===== src/rtl/core/mmce_pkg.sv =====
// Package: types, constants and helpers of the checksum engine.
`timescale 1ns / 1ps
package mmce_pkg;

  typedef enum logic [2:0] {
    ALG_CRC16_MODBUS = 3'd0,
    ALG_CRC16_CCITT  = 3'd1,
    ALG_CRC32        = 3'd2,
    ALG_LRC          = 3'd3,
    ALG_XOR8         = 3'd4,
    ALG_SUM8         = 3'd5
  } alg_e;

  localparam int unsigned ALG_W     = 3;
  localparam int unsigned CFG_IDX_W = 2;
  localparam int unsigned CFG_DATA_W = 3;

  localparam logic [CFG_IDX_W-1:0] REG_ALGORITHM  = 2'd0;
  localparam logic [CFG_IDX_W-1:0] REG_BYTE_ORDER = 2'd1;

  localparam logic [15:0] CRC16_INIT   = 16'hFFFF;
  localparam logic [15:0] MODBUS_POLY  = 16'hA001;
  localparam logic [15:0] CCITT_POLY   = 16'h1021;
  localparam logic [15:0] CCITT_MSB    = 16'h8000;
  localparam logic [31:0] CRC32_INIT   = 32'hFFFF_FFFF;
  localparam logic [31:0] CRC32_POLY   = 32'hEDB8_8320;
  localparam logic [31:0] CRC32_XOROUT = 32'hFFFF_FFFF;

  // Load for the output byte sequencer.
  typedef struct packed {
    logic [31:0] value;
    logic [1:0]  last_idx;
    logic        msb_first;
  } emit_load_t;

  // Unused codes fall back to CRC16-Modbus.
  function automatic alg_e alg_code(input logic [ALG_W-1:0] raw);
    alg_e a;
    case (raw)
      ALG_CRC16_MODBUS: a = ALG_CRC16_MODBUS;
      ALG_CRC16_CCITT:  a = ALG_CRC16_CCITT;
      ALG_CRC32:        a = ALG_CRC32;
      ALG_LRC:          a = ALG_LRC;
      ALG_XOR8:         a = ALG_XOR8;
      ALG_SUM8:         a = ALG_SUM8;
      default:          a = ALG_CRC16_MODBUS;
    endcase
    return a;
  endfunction

  function automatic logic [31:0] init_value(input alg_e a);
    logic [31:0] v;
    case (a)
      ALG_CRC16_MODBUS, ALG_CRC16_CCITT: v = {16'h0000, CRC16_INIT};
      ALG_CRC32:                         v = CRC32_INIT;
      default:                           v = 32'h0000_0000;
    endcase
    return v;
  endfunction

  // Index of the final checksum byte (byte count minus one).
  function automatic logic [1:0] last_index(input alg_e a);
    logic [1:0] n;
    case (a)
      ALG_CRC16_MODBUS, ALG_CRC16_CCITT: n = 2'd1;
      ALG_CRC32:                         n = 2'd3;
      default:                           n = 2'd0;
    endcase
    return n;
  endfunction

endpackage


===== src/rtl/core/mmce_if.sv =====
// Valid/ready channel interfaces for message bytes and checksum bytes.
`timescale 1ns / 1ps
interface mmce_in_if;
  logic       valid;
  logic       ready;
  logic [7:0] data_byte;
  logic       end_of_message;

  modport source (output valid, output data_byte, output end_of_message, input ready);
  modport sink   (input valid, input data_byte, input end_of_message, output ready);
endinterface

interface mmce_out_if;
  logic        valid;
  logic        ready;
  logic [7:0]  checksum_byte;
  logic        last_byte;
  logic [31:0] checksum_value;

  modport source (output valid, output checksum_byte, output last_byte,
                  output checksum_value, input ready);
  modport sink   (input valid, input checksum_byte, input last_byte,
                  input checksum_value, output ready);
endinterface


===== src/rtl/core/mmce_fold.sv =====
// Byte fold: one unrolled update of the running checksum plus finishing.
`timescale 1ns / 1ps
module mmce_fold import mmce_pkg::*; (
  input  alg_e        alg_i,
  input  logic        open_i,
  input  logic [31:0] csum_i,
  input  logic [7:0]  byte_i,
  output logic [31:0] next_o,
  output logic [31:0] final_o
);

  logic [31:0] start;
  logic [15:0] r16_modbus;
  logic [15:0] r16_ccitt;
  logic [31:0] r32;

  // Fresh message starts from the algorithm's initial value
  assign start = open_i ? csum_i : init_value(alg_i);

  // Eight bit steps of each CRC, unrolled
  always_comb begin
    r16_modbus = start[15:0] ^ {8'h00, byte_i};
    r16_ccitt  = start[15:0] ^ {byte_i, 8'h00};
    r32        = start ^ {24'h000000, byte_i};
    for (int i = 0; i < 8; i++) begin
      r16_modbus = r16_modbus[0] ? ((r16_modbus >> 1) ^ MODBUS_POLY) : (r16_modbus >> 1);
      r16_ccitt  = ((r16_ccitt & CCITT_MSB) != 16'h0000) ?
                   ((r16_ccitt << 1) ^ CCITT_POLY) : (r16_ccitt << 1);
      r32        = r32[0] ? ((r32 >> 1) ^ CRC32_POLY) : (r32 >> 1);
    end
  end

  // Select the updated register
  always_comb begin
    case (alg_i)
      ALG_CRC16_MODBUS: next_o = {16'h0000, r16_modbus};
      ALG_CRC16_CCITT:  next_o = {16'h0000, r16_ccitt};
      ALG_CRC32:        next_o = r32;
      ALG_XOR8:         next_o = {24'h000000, start[7:0] ^ byte_i};
      default:          next_o = {24'h000000, 8'(start[7:0] + byte_i)};
    endcase
  end

  // Finished value: CRC32 inverted, LRC negated
  always_comb begin
    case (alg_i)
      ALG_CRC32: final_o = next_o ^ CRC32_XOROUT;
      ALG_LRC:   final_o = {24'h000000, 8'(8'h00 - next_o[7:0])};
      default:   final_o = next_o;
    endcase
  end

endmodule


===== src/rtl/core/mmce_emit.sv =====
// Output sequencer: registers a finished checksum and sends it byte by byte.
`timescale 1ns / 1ps
module mmce_emit import mmce_pkg::*; (
  input  logic        clk_i,
  input  logic        rst_ni,
  input  logic        load_en_i,
  input  emit_load_t  load_i,
  output logic        load_ready_o,
  output logic        valid_o,
  input  logic        ready_i,
  output logic [7:0]  checksum_byte_o,
  output logic        last_byte_o,
  output logic [31:0] checksum_value_o
);

  logic        valid_q;
  logic [1:0]  k_q;
  logic [31:0] value_q;
  logic [1:0]  last_q;
  logic        msb_q;
  logic [1:0]  idx;
  logic        at_last;

  assign at_last      = (k_q == last_q);
  assign load_ready_o = !valid_q || (ready_i && at_last);

  // Control: run valid and byte counter
  always_ff @(posedge clk_i or negedge rst_ni) begin
    if (!rst_ni) begin
      valid_q <= 1'b0;
      k_q     <= 2'd0;
    end else if (load_en_i) begin
      valid_q <= 1'b1;
      k_q     <= 2'd0;
    end else if (valid_q && ready_i) begin
      if (at_last) begin
        valid_q <= 1'b0;
      end else begin
        k_q <= k_q + 2'd1;
      end
    end
  end

  // Payload of the run
  always_ff @(posedge clk_i) begin
    if (load_en_i) begin
      value_q <= load_i.value;
      last_q  <= load_i.last_idx;
      msb_q   <= load_i.msb_first;
    end
  end

  // Byte select in configured order
  assign idx              = msb_q ? 2'(last_q - k_q) : k_q;
  assign checksum_byte_o  = 8'(value_q >> {idx, 3'b000});
  assign last_byte_o      = at_last;
  assign checksum_value_o = value_q;
  assign valid_o          = valid_q;

endmodule


===== src/rtl/core/multi_mode_checksum_engine_unit.sv =====
// Top level of the multi-mode checksum engine.
`timescale 1ns / 1ps
// Folds one message byte per request into a running CRC16-Modbus,
// CRC16-CCITT-FALSE, CRC32, LRC, XOR8 or SUM8 checksum, chosen by the
// algorithm register (codes 6 and 7 run CRC16-Modbus). A byte flagged
// end_of_message closes the message: its checksum leaves as 1, 2 or 4
// result requests (LSB or MSB first per byte_order), the last one flagged
// last_byte, each carrying the whole value. Throughput is one byte per
// cycle while a message streams in. After the end byte, input stalls
// until the final checksum byte is taken; a new byte is accepted in that
// same cycle. The pace is set by the single output register of the byte
// sequencer. Configuration writes belong to idle periods.
module multi_mode_checksum_engine_unit import mmce_pkg::*; (
  input  logic                  clk_i,
  input  logic                  rst_ni,
  input  logic                  cfg_we_i,
  input  logic [CFG_IDX_W-1:0]  cfg_idx_i,
  input  logic [CFG_DATA_W-1:0] cfg_data_i,
  mmce_in_if.sink               in_if,
  mmce_out_if.source            out_if
);

  logic [ALG_W-1:0] alg_q;
  logic             order_q;
  logic [31:0]      csum_q;
  logic             open_q;
  alg_e             alg;
  logic [31:0]      csum_next;
  logic [31:0]      csum_final;
  logic             accept;
  logic             load_en;
  logic             load_ready;
  emit_load_t       load;

  assign alg     = alg_code(alg_q);
  assign accept  = in_if.valid && load_ready;
  assign load_en = accept && in_if.end_of_message;

  // Configuration registers
  always_ff @(posedge clk_i or negedge rst_ni) begin
    if (!rst_ni) begin
      alg_q   <= ALG_CRC16_MODBUS;
      order_q <= 1'b0;
    end else if (cfg_we_i) begin
      case (cfg_idx_i)
        REG_ALGORITHM:  alg_q   <= cfg_data_i;
        REG_BYTE_ORDER: order_q <= cfg_data_i[0];
        default: ;
      endcase
    end
  end

  // Running checksum and message state
  always_ff @(posedge clk_i or negedge rst_ni) begin
    if (!rst_ni) begin
      csum_q <= {16'h0000, CRC16_INIT};
      open_q <= 1'b0;
    end else if (accept) begin
      csum_q <= csum_next;
      open_q <= !in_if.end_of_message;
    end
  end

  mmce_fold u_fold (
    .alg_i   (alg),
    .open_i  (open_q),
    .csum_i  (csum_q),
    .byte_i  (in_if.data_byte),
    .next_o  (csum_next),
    .final_o (csum_final)
  );

  // Finished checksum handed to the sequencer
  always_comb begin
    load.value     = csum_final;
    load.last_idx  = last_index(alg);
    load.msb_first = order_q;
  end

  mmce_emit u_emit (
    .clk_i            (clk_i),
    .rst_ni           (rst_ni),
    .load_en_i        (load_en),
    .load_i           (load),
    .load_ready_o     (load_ready),
    .valid_o          (out_if.valid),
    .ready_i          (out_if.ready),
    .checksum_byte_o  (out_if.checksum_byte),
    .last_byte_o      (out_if.last_byte),
    .checksum_value_o (out_if.checksum_value)
  );

  assign in_if.ready = load_ready;

endmodule


===== src/flat_wrapper.sv =====
// flat-port wrapper written by rule: the top's interface ports become plain ports
module multi_mode_checksum_engine_unit_flat import mmce_pkg::*;
  (clk_i, rst_ni, cfg_we_i, cfg_idx_i, cfg_data_i, in_if_valid, in_if_data_byte, in_if_end_of_message, in_if_ready, out_if_valid, out_if_checksum_byte, out_if_last_byte, out_if_checksum_value, out_if_ready);
  mmce_in_if in_if_i ();
  mmce_out_if out_if_i ();
  input  logic clk_i;
  input  logic rst_ni;
  input  logic cfg_we_i;
  input  logic [CFG_IDX_W-1:0] cfg_idx_i;
  input  logic [CFG_DATA_W-1:0] cfg_data_i;
  input wire logic [$bits(in_if_i.valid)-1:0] in_if_valid;
  input wire logic [$bits(in_if_i.data_byte)-1:0] in_if_data_byte;
  input wire logic [$bits(in_if_i.end_of_message)-1:0] in_if_end_of_message;
  output wire logic [$bits(in_if_i.ready)-1:0] in_if_ready;
  output wire logic [$bits(out_if_i.valid)-1:0] out_if_valid;
  output wire logic [$bits(out_if_i.checksum_byte)-1:0] out_if_checksum_byte;
  output wire logic [$bits(out_if_i.last_byte)-1:0] out_if_last_byte;
  output wire logic [$bits(out_if_i.checksum_value)-1:0] out_if_checksum_value;
  input wire logic [$bits(out_if_i.ready)-1:0] out_if_ready;
  assign in_if_i.valid = in_if_valid;
  assign in_if_i.data_byte = in_if_data_byte;
  assign in_if_i.end_of_message = in_if_end_of_message;
  assign in_if_ready = in_if_i.ready;
  assign out_if_valid = out_if_i.valid;
  assign out_if_checksum_byte = out_if_i.checksum_byte;
  assign out_if_last_byte = out_if_i.last_byte;
  assign out_if_checksum_value = out_if_i.checksum_value;
  assign out_if_i.ready = out_if_ready;
  multi_mode_checksum_engine_unit u_core (.clk_i(clk_i), .rst_ni(rst_ni), .cfg_we_i(cfg_we_i), .cfg_idx_i(cfg_idx_i), .cfg_data_i(cfg_data_i), .in_if(in_if_i), .out_if(out_if_i));
endmodule

===== config.mk =====
export PLATFORM = sky130hd
export DESIGN_NAME = multi_mode_checksum_engine_unit_flat
export DESIGN_NICKNAME = d
export VERILOG_FILES = /design/src/rtl/core/mmce_pkg.sv /design/src/rtl/core/mmce_if.sv /design/src/rtl/core/mmce_fold.sv /design/src/rtl/core/mmce_emit.sv /design/src/rtl/core/multi_mode_checksum_engine_unit.sv /design/src/flat_wrapper.sv
export SDC_FILE = /design/constraint.sdc
export NUM_CORES = 1
export LEC_CHECK = 0
export ABC_AREA = 1
export BUFFER_PORTS_ARGS = -buffer_cell sky130_fd_sc_hd__buf_2
export CORE_MARGIN = 3
export CORE_UTILIZATION = 40
export CTS_BUF_LIST = sky130_fd_sc_hd__clkbuf_2
export CTS_CLUSTER_DIAMETER = 80
export DETAILED_ROUTE_END_ITERATION = 7
export GPL_TIMING_DRIVEN = 0
export MAX_ROUTING_LAYER = met4
export SYNTH_ARGS = -nofsm -noshare
export SYNTH_HDL_FRONTEND = slang
export SYNTH_SLANG_ARGS = --single-unit

===== constraint.sdc =====
create_clock -name clk_i -period 6.79 [get_ports clk_i]
set_input_delay 1.0185 -clock clk_i [delete_from_list [all_inputs] [get_ports clk_i]]
set_output_delay 1.0185 -clock clk_i [all_outputs]
set_load 0.05 [all_outputs]

==> results.json, run 1 <==
{
  "run_status": "finished, final reports clean",
  "clock-sinks": 75,
  "grt.overflow.total": 0,
  "first_global_vias": 5144,
  "num_rows": 42,
  "path_class": "register to register",
  "rsz0062_at_grt": "false",
  "htreeDepth": 3,
  "drt_iter0_markers": 449,
  "post-route-min-period_ps": 5170,
  "avgSynthCellArea_um2": 7.56,
  "worstPathArrival_ps": 5470,
  "grt_max_degree": 41,
  "hold_path.class": "register to register",
  "ys_seq_elements": 75,
  "synthesis.nets": 785,
  "final.setup.tns_ps": 0,
  "ios": 62,
  "synthArstFlopShare_pct": 53.3,
  "multi_input_area_um2": 3120,
  "use_met2_pct": 38.6,
  "cts_tree": "done",
  "finalHoldViolCount": 0,
  "numCtsBuffers": 9,
  "core_area_um2": 13600,
  "r2r_end": "u_core.u_emit.checksum_value_o[6]",
  "synthFlopType": "edfxtp_1",
  "dp_cells": 986,
  "start_util_pct": 41.8,
  "grt_first_pass_wirelength_um": 29300,
  "ys_seq_area_share_pct": 36.6,
  "synth_area_um2": 5670,
  "max_freq_ghz": 0.193,
  "drive_above_1_share_pct": 18.7,
  "slew_violations": 0,
  "clockRootBuffer": "clkbuf_2",
  "drcViolationCount": 0,
  "fin_skew_ps": 27.6,
  "cts.clk_slew.worst_paths_ps": 190,
  "syn_inst": 749,
  "via_count": 5272,
  "ys_warn_count": 0,
  "worst-r2r-setup-slack_ps": 1620,
  "wirelength_um": 18500,
  "critPathMaxStageDelay_ps": 420,
  "ff2ff_path_depth": 31,
  "cts_resized": 0,
  "grt_use_met1_pct": 33.5,
  "fillers": 1378,
  "die_height_um": 125,
  "drtAntennaViolNets": 0,
  "setup_viol": 0,
  "grt.total_usage_pct": 24.6,
  "syn_to_final_growth_pct": 12.1,
  "maxCapViolations": 0,
  "hpwlAfterDp_um": 15100,
  "fp.dieArea_um2": 15600,
  "worstPathRequired_ps": 7090,
  "routabilityCongestion": 0.969,
  "wl_per_cell_um": 18.4,
  "r2r_start": "u_core.alg_q[1]",
  "yosysUniqueCellTypes": 46,
  "start_kind": "register",
  "grt_use_met3_pct": 2.64,
  "nNetsFinal": 858,
  "final_cell_mix": "181 x nand2_1, 74 x inv_1, 72 x o21ai_0",
  "cpMostUsedCell": "nand2_1",
  "worstSetupEndpointType": "register",
  "area.sequential_um2": 2070,
  "portBuffers": 61,
  "cts_setup_buffers": 0,
  "min-delay-start": "u_core.order_q",
  "cts_max_path_buffers": 2,
  "grt_antenna_before_repair": 1,
  "clock_latency_ps": 520,
  "hold_path_depth": 0,
  "dieWidth_um": 125,
  "grt.busiest_layer": "met2",
  "cp_slowest_cell": "dfrtp_1",
  "fin_crit_sh_pct": 76.2,
  "synth_edf_count": 35,
  "timing.slew.headroom_pct": 37.6,
  "hold_end": "u_core.u_emit.msb_q",
  "drt-vias-per-instance": 5.25,
  "postCtsHoldBufs": 0,
  "final_common_cell": "nand2_1",
  "max_slew.worst_pin.slew_ps": 936,
  "path_max_fanout": 10,
  "dr.pass1.iters": 7,
  "final_cell_count_no_fill": 1004
}
## worst max-delay path by stage
stage / slack (ps) / depth (start not counted) / start / endpoint
final: 1620 / 31 / u_core.alg_q[1] / u_core.u_emit.checksum_value_o[6]
after global routing: 1240 / 31 / u_core.alg_q[1] / u_core.u_emit.checksum_value_o[6]
after CTS: 1700 / 31 / u_core.alg_q[1] / u_core.u_emit.checksum_value_o[6]
after detailed placement: 1740 / 31 / u_core.alg_q[1] / u_core.u_emit.checksum_value_o[6]
after global placement: 1710 / 31 / u_core.alg_q[1] / u_core.u_emit.checksum_value_o[6]
after floorplan: 2690 / 31 / u_core.alg_q[1] / u_core.u_emit.checksum_value_o[6]
## synthesized netlist by cell type (3+ instances only)
library cell	count	area, um^2
buf_2	5	25.0
nand2_1	181	679
or2_1	6	37.5
mux2i_1	8	80.1
dfrtp_1	24	601
nand3_1	59	295
nand3b_1	5	37.5
inv_2	9	33.8
o22ai_1	13	81.3
nor2_2	3	18.8
inv_1	75	282
o21ai_1	7	35.0
xnor2_1	20	175
nor2_1	38	143
o21ai_0	72	360
o211ai_1	16	120
nand3_2	4	40.0
dfstp_2	16	420
clkbuf_1	18	67.6
nand4_1	3	18.8
edfxtp_1	35	1050
nor3_1	3	15.0
ha_1	16	200
a21oi_1	22	110
clkinv_1	5	18.8
xor2_1	35	307
or2_2	13	81.3
nand2_2	15	93.8
## kinds of logic (layout without fill, tap and decap cells)
kind of cell,count (synthesis),after routing,share of synthesized area [%]
AO/OA/AOI/OAI,140,140,13.9
XOR/XNOR,56,56,8.99
adder cells (fa/ha/maj),17,17,3.89
buffers and inverters,119,197,8.44
flip-flops,75,75,36.6
multiplexers,8,8,1.41
other,0,1,0
AND/OR/NAND/NOR,334,334,26.8
## area by class of cell
cell class | instances | share of cell area, %
Multi-Input combinational cell | 555 | 49.1
Clock inverter | 4 | 1.20
Tap cell | 176 | 3.47
Clock buffer | 12 | 0.946
Antenna cell | 1 | 0.0394
Sequential cell | 75 | 32.6
Timing Repair Buffer | 62 | 5.12
Buffer | 30 | 2.27
Inverter | 89 | 5.26
## layer usage
| metal | part of all wire, % | vias to the layer above |
|---|---|---|
| li1 | - | 2622 |
| met1 | 47 | 2477 |
| met2 | 46 | 146 |
| met3 | 4.3 | 27 |
| met4 | 2.4 | 0 |
| met5 | 0 | - |
## stage by stage
step / setup WS, ps / utilization [%] / hold WS [ps] / area, um^2
6_report: 1620 / 46.8 / 490 / 6350
3_5_place_dp: 1740 / 45.7 / 448 / 6190
2_1_floorplan: 2690 / - / 425 / 5670
3_3_place_gp: 1710 / 45.7 / 442 / 6190
5_1_grt: 1240 / 46.8 / 506 / 6350
4_1_cts: 1700 / 46.7 / 494 / 6330
## critical path, delay by kind of cell, from the launching register on
family                   cells  cell delay (ps)
XOR/XNOR                     1              410
AO/OA/AOI/OAI                2              270
adder cells (fa/ha/maj)      3              900
AND/OR/NAND/NOR             17             1840
buffers and inverters        8             1100
flip-flops                   1              420
## sequential cells by signal, indices dropped and copies added, names as in the netlist
register,count
u_core.u_emit.last_q,2
u_core.csum_q,32
u_core.order_q,1
u_core.u_emit.checksum_value_o,32
u_core.u_emit.k_q,2
u_core.u_emit.valid_o,1
u_core.alg_q,3
u_core.u_emit.msb_q,1
u_core.open_q,1
Power of run 1 is not shown: default switching activity piles up to over one toggle a cycle in this logic, so the estimate is an artifact.
==> run 2: changes to the inputs <==
ABC_AREA = 0   (was 1)
clock period = 4.8 ns   (was 6.79 ns; I/O delays follow)
==> run 2 against run 1 <==
Compared with the run above:
- the run now ends with design-rule violations left
- fmax up 13%
- clock skew down 5.5 ps
- flip-flop and latch count unchanged
- cell count down 20%
- sequential share of layout area down 0.13 points
- global-route usage down 1.0 points
- synthesized cell count down 27%
- via count down 14%
- design area up 0.41%
- count of clock-buffer cells in the layout down 3
- worst setup slack worse by 1400 ps
==> results.json, run 2 <==
{
  "synthSimpleGateAreaFrac_pct": 12.1,
  "yosys-top-cells-area": "edfxtp_1 19%, dfrtp_1 11%, xnor2_1 11%",
  "yosysTopAreaCellShare_pct": 19.4,
  "critPathMaxStageDelay_ps": 500,
  "synth.most_common_cell": "xnor2_1",
  "synth-xor-area-share_pct": 18.0,
  "finalHoldViolCount": 0,
  "placed_cell_area_um2": 5930,
  "via_count": 4549,
  "fin_crit_sh_pct": 95.6,
  "post-route-min-period_ps": 4590,
  "final_cell_mix": "64 x xnor2_1, 62 x buf_2, 59 x nand2_1",
  "path_class": "register to register",
  "synthesis.nets": 584,
  "ys_seq_elements": 75,
  "num_rows": 41,
  "grt.overflow.total": 0,
  "drt_iter0_markers": 570,
  "cp_cell_sequence": "clkbuf_4 -> inv_1 -> ha_1 -> buf_6 -> nor2_4 -> a21boi_4 -> buf_6 -> a21oi_1 -> ha_1 -> buf_2 -> xor2_2 -> xnor2_1 -> xnor2_1 -> nand2_1 -> a41oi_1 -> nor3_1 -> nand4_1 -> mux2_1 -> o22ai_1",
  "core_area_um2": 12900,
  "worstSetupEndpointType": "register",
  "crit_family": "compound AO/OA/AOI/OAI gates",
  "wirelength_um": 16700,
  "ff2ff_path_depth": 19,
  "muxShareOfSynthArea_pct": 5.87,
  "yosysUniqueCellTypes": 69,
  "drive_above_1_share_pct": 26.2,
  "ys_seq_area_share_pct": 38.3,
  "timing.slew.headroom_pct": 20.1,
  "start_util_pct": 41.9,
  "maxCapViolations": 0,
  "max_freq_ghz": 0.218,
  "grt_antenna_before_repair": 1,
  "worstPathRequired_ps": 5220,
  "fp.dieArea_um2": 15000,
  "fin_skew_ps": 22.0,
  "syn_inst": 548,
  "cts_tree": "done",
  "clock-sinks": 75,
  "dr.pass1.iters": 8,
  "dp_slack_ps": -1160,
  "drt-vias-per-instance": 5.64,
  "routabilityCongestion": 0.977,
  "post-synth-top-area-cell": "edfxtp_1",
  "synthArstFlopShare_pct": 53.3,
  "synth_edf_count": 35,
  "grt_max_degree": 41,
  "slew_violations": 0,
  "synth_top_family_by_area": "XOR/XNOR gates",
  "htreeDepth": 3,
  "postCtsHoldBufs": 0,
  "post-route-util_pct": 49.3,
  "wl_per_cell_um": 20.7,
  "stdcell_area_um2": 6380,
  "ios": 62,
  "drcViolationCount": 8,
  "numCtsBuffers": 9,
  "die_height_um": 122,
  "worst-r2r-setup-slack_ps": 210,
  "avgSynthCellArea_um2": 9.88,
  "start_kind": "register",
  "final.setup.worst_slack_ps": 212,
  "dieWidth_um": 122,
  "path_max_fanout": 10,
  "grt.total_usage_pct": 23.5,
  "r2r_end": "u_core.u_emit.checksum_value_o[7]",
  "grt_first_pass_wirelength_um": 25700,
  "setup_viol": 0,
  "syn_to_final_growth_pct": 17.8,
  "drtAntennaViolNets": 0,
  "cts.clk_slew.worst_paths_ps": 240,
  "cts_max_path_buffers": 2,
  "max_slew.worst_pin.slew_ps": 1160,
  "clock_latency_ps": 560,
  "hold_path.class": "input pin to async pin",
  "clockRootBuffer": "clkbuf_2",
  "synth_adder_area_share_pct": 4.25,
  "violations": "design-rule violations",
  "rsz0062_at_grt": "false",
  "portBuffers": 61,
  "nNetsFinal": 665,
  "synth_compound_area_share_pct": 17.2,
  "worstPathArrival_ps": 5010,
  "synthFlopType": "edfxtp_1",
  "path_buf_inv": 5,
  "final_common_cell": "xnor2_1",
  "first_global_vias": 4314,
  "hpwlAfterDp_um": 12900,
  "synth_area_um2": 5410,
  "synthTopCellsByCount": "66 x xnor2_1, 59 x nand2_1, 37 x o21ai_0, 35 x edfxtp_1, 33 x nor2_1",
  "cp_slowest_cell": "a41oi_1",
  "r2r_start": "u_core.alg_q[1]",
  "run_status": "finished with violations",
  "ys_warn_count": 0
}
run 2: cell count changes in the layout (fill, tap and decap cells not counted), moves of 16 or more:
| cell | delta |
|---|---|
| inv_1 | -54 |
| xnor2_1 | +44 |
| nand2_1 | -122 |
| nand3_1 | -57 |
| o211ai_1 | -16 |
| o21ai_0 | -35 |
run 2: how the worst max path moves through the flow:
stage / from / to / slack, ps / cells past startpoint
2_1_floorplan: u_core.alg_q[1] / u_core.u_emit.checksum_value_o[4] / 30 / 21
3_3_place_gp: u_core.alg_q[1] / u_core.u_emit.checksum_value_o[4] / -1170 / 21
3_5_place_dp: u_core.alg_q[1] / u_core.u_emit.checksum_value_o[4] / -1160 / 21
4_1_cts: u_core.alg_q[1] / u_core.u_emit.checksum_value_o[4] / 4 / 21
5_1_grt: u_core.alg_q[1] / u_core.u_emit.checksum_value_o[6] / 30 / 19
6_report: u_core.alg_q[1] / u_core.u_emit.checksum_value_o[7] / 210 / 19
run 2: cell families after synthesis:
logic type / after synthesis
compound gates: 136
flops: 75
buf+inv: 54
fa+ha+maj: 18
simple gates: 140
mux: 21
xor+xnor: 104
run 2: stage by stage:
step | setup TNS, ps | hold slack, ps | cells
2_1_floorplan | 0 | 419 | 548
3_3_place_gp | -7720 | 436 | 781
3_5_place_dp | -7740 | 437 | 781
4_1_cts | 0 | 252 | 800
5_1_grt | 0 | 280 | 807
6_report | 0 | 232 | 807
run 2: what timing repair did:
item                       4_1_cts  5_1_grt
setup endpoints to repair       17        6
gates resized for setup         25       22
pin swaps                        2        5
setup buffers                    3        5
run 2: final cells by class:
type                    count  area, um^2
clock buffers               9        45.0
inverters                  21        78.8
diodes                      1        2.50
clock inverters             7        76.3
plain buffers              33         199
flip-flops and latches     75        2070
multi-input cells         419        3290
well taps                 172         215
repair buffers             70         393
fillers                  1217        6550
run 2: worst reg2reg max path, cell delays in order, from the launching register on:
cell	delay, ps
dfrtp_1	400
clkbuf_4	190
inv_1	60
ha_1	300
buf_6	150
nor2_4	150
a21boi_4	230
buf_6	180
a21oi_1	90
ha_1	320
buf_2	280
xor2_2	390
xnor2_1	190
xnor2_1	140
nand2_1	90
a41oi_1	500
nor3_1	160
nand4_1	140
mux2_1	340
o22ai_1	150
run 2: layer usage:
metal	share of wire [%]	global-route usage, %	vias to the layer above	routed length (um)
li1	-	-	2096	-
met1	43	32.2	2183	7250
met5	0	-	-	0
met2	45	36.1	236	7510
met4	2.4	5.67	0	395
met3	9.1	4.98	34	1520
Power of run 2 is left out for the same reason.
==> run 3: changes to the inputs <==
RECOVER_POWER = 100   (was not set)
clock period = 4.9 ns   (was 4.8 ns; I/O delays follow)
==> run 3 against run 2 <==
Compared with the run above:
- the flow finishes with violations (max-capacitance violations, max-slew violations)
- global-route usage is essentially flat
- sequential share of layout area grew 0.82 points
- design area shrank 2.5%
- routed wire length grew 0.68%
- flip-flop and latch count is the same
- cell count shrank 0.25%
- count of clock-buffer cells in the layout is the same
- critical endpoint unchanged
- largest cell class unchanged
==> results.json, run 3 (same netlist as run 2, synthesis figures left out) <==
{
  "run_status": "finished with violations",
  "fin_crit_sh_pct": 94.7,
  "violations": "max-capacitance violations, max-slew violations",
  "timing.slew.headroom_pct": -43.8,
  "drt-vias-per-instance": 5.69,
  "nNetsFinal": 663,
  "worstPathRequired_ps": 5310,
  "hold_path.class": "input pin to register",
  "core_area_um2": 12900,
  "drcViolationCount": 0,
  "finalHoldViolCount": 0,
  "clock-sinks": 75,
  "dp_slack_ps": -1060,
  "dieWidth_um": 122,
  "fp.dieArea_um2": 15000,
  "start_kind": "register",
  "rsz0062_at_grt": "false",
  "wirelength_um": 16800,
  "final_cell_mix": "64 x xnor2_1, 63 x clkbuf_1, 60 x nand2_1",
  "ios": 62,
  "final.setup.tns_ps": 0,
  "grt_first_pass_wirelength_um": 25600,
  "grt.overflow.total": 0,
  "holdWs_ps": 359,
  "wl_per_cell_um": 20.9,
  "portBuffers": 61,
  "max_freq_ghz": 0.215,
  "syn_to_final_growth_pct": 14.9,
  "drt_iter0_markers": 539,
  "die_height_um": 122,
  "setup_viol": 0,
  "numCtsBuffers": 9,
  "cts_max_path_buffers": 2,
  "num_rows": 41,
  "dr.pass1.iters": 7,
  "worstPathArrival_ps": 5050,
  "grt_antenna_before_repair": 1,
  "maxCapViolations": 1,
  "grt.total_usage_pct": 23.5,
  "drive_above_1_share_pct": 17.4,
  "grt_max_degree": 41,
  "crit_start": "u_core.alg_q[1]",
  "post-route-util_pct": 48.1,
  "min-delay-start": "cfg_data_i[1]",
  "r2r_start": "u_core.alg_q[1]",
  "drtAntennaViolNets": 0,
  "clock_latency_ps": 560,
  "routabilityCongestion": 0.977,
  "path_class": "register to register",
  "max_slew.worst_pin.slew_ps": 2160,
  "cts_tree": "done",
  "htreeDepth": 3,
  "slew_violations": 41,
  "post-route-min-period_ps": 4640,
  "final_common_cell": "xnor2_1",
  "via_count": 4580,
  "fillers": 1245,
  "fin_skew_ps": 22.9,
  "final.setup.worst_slack_ps": 258,
  "clockRootBuffer": "clkbuf_2",
  "hpwlAfterDp_um": 12900,
  "start_util_pct": 41.9,
  "worstSetupEndpointType": "register",
  "postCtsHoldBufs": 0,
  "cts.clk_slew.worst_paths_ps": 240,
  "path_max_fanout": 10,
  "first_global_vias": 4310
}
## run 3: worst paths after layout
check	end	slack [ps]	depth (start not counted)
setup / recovery	u_core.u_emit.checksum_value_o[7]	260	20
hold / removal	u_core.alg_q[1]	360	3
setup reg to reg	u_core.u_emit.checksum_value_o[7]	260	20
hold reg to reg	u_core.u_emit.msb_q	490	0
max in group asynchronous	u_core.csum_q[16]	2910	1
min in group asynchronous	u_core.alg_q[1]	760	1
## run 3: metrics by stage
step / area (um^2) / cells
floorplan: 5410 / 548
global placement: 5930 / 781
detailed placement: 5930 / 781
CTS: 6190 / 800
global route: 6220 / 805
finish: 6220 / 805
## run 3: layout make-up
cell class / instances / area, um^2 / area share [%]
Tap cell: 172 / 215 / 3.46
Timing Repair Buffer: 68 / 294 / 4.73
Inverter: 21 / 78.8 / 1.27
Clock inverter: 7 / 76.3 / 1.23
Clock buffer: 9 / 45.0 / 0.724
Buffer: 33 / 191 / 3.08
Sequential cell: 75 / 2070 / 33.3
Multi-Input combinational cell: 419 / 3240 / 52.2
Antenna cell: 1 / 2.50 / 0.0402
## run 3: repair_timing
| item | CTS | global route |
|---|---|---|
| buffers inserted | 3 | 3 |
| pin swaps | 2 | 4 |
| gates resized for setup | 22 | 21 |
| endpoints found under the setup margin | 14 | 6 |
## run 3: per-layer routing
metal / vias up / GRT usage [%] / routed length (um)
met3: 34 / 4.98 / 1330
met5: - / - / 0
met2: 201 / 36.1 / 7550
met4: 0 / 5.67 / 403
met1: 2246 / 32.0 / 7500
li1: 2099 / - / -
## run 3: worst max-delay path, stage by stage, from the launching register on
cell       delay, ps
dfrtp_1          400
clkbuf_4         190
inv_1             60
ha_1             300
buf_6            150
nor2_4           140
a21boi_4         230
buf_6            180
a21oi_1           80
ha_1             340
clkbuf_4         230
xnor2_4          220
xor2_2           240
buf_4            190
a21oi_1           70
a2111oi_1        490
a211o_1          250
nor3_1           100
nand4_1          140
mux2_1           340
o22ai_1          150
Power of run 3 is left out for the same reason.
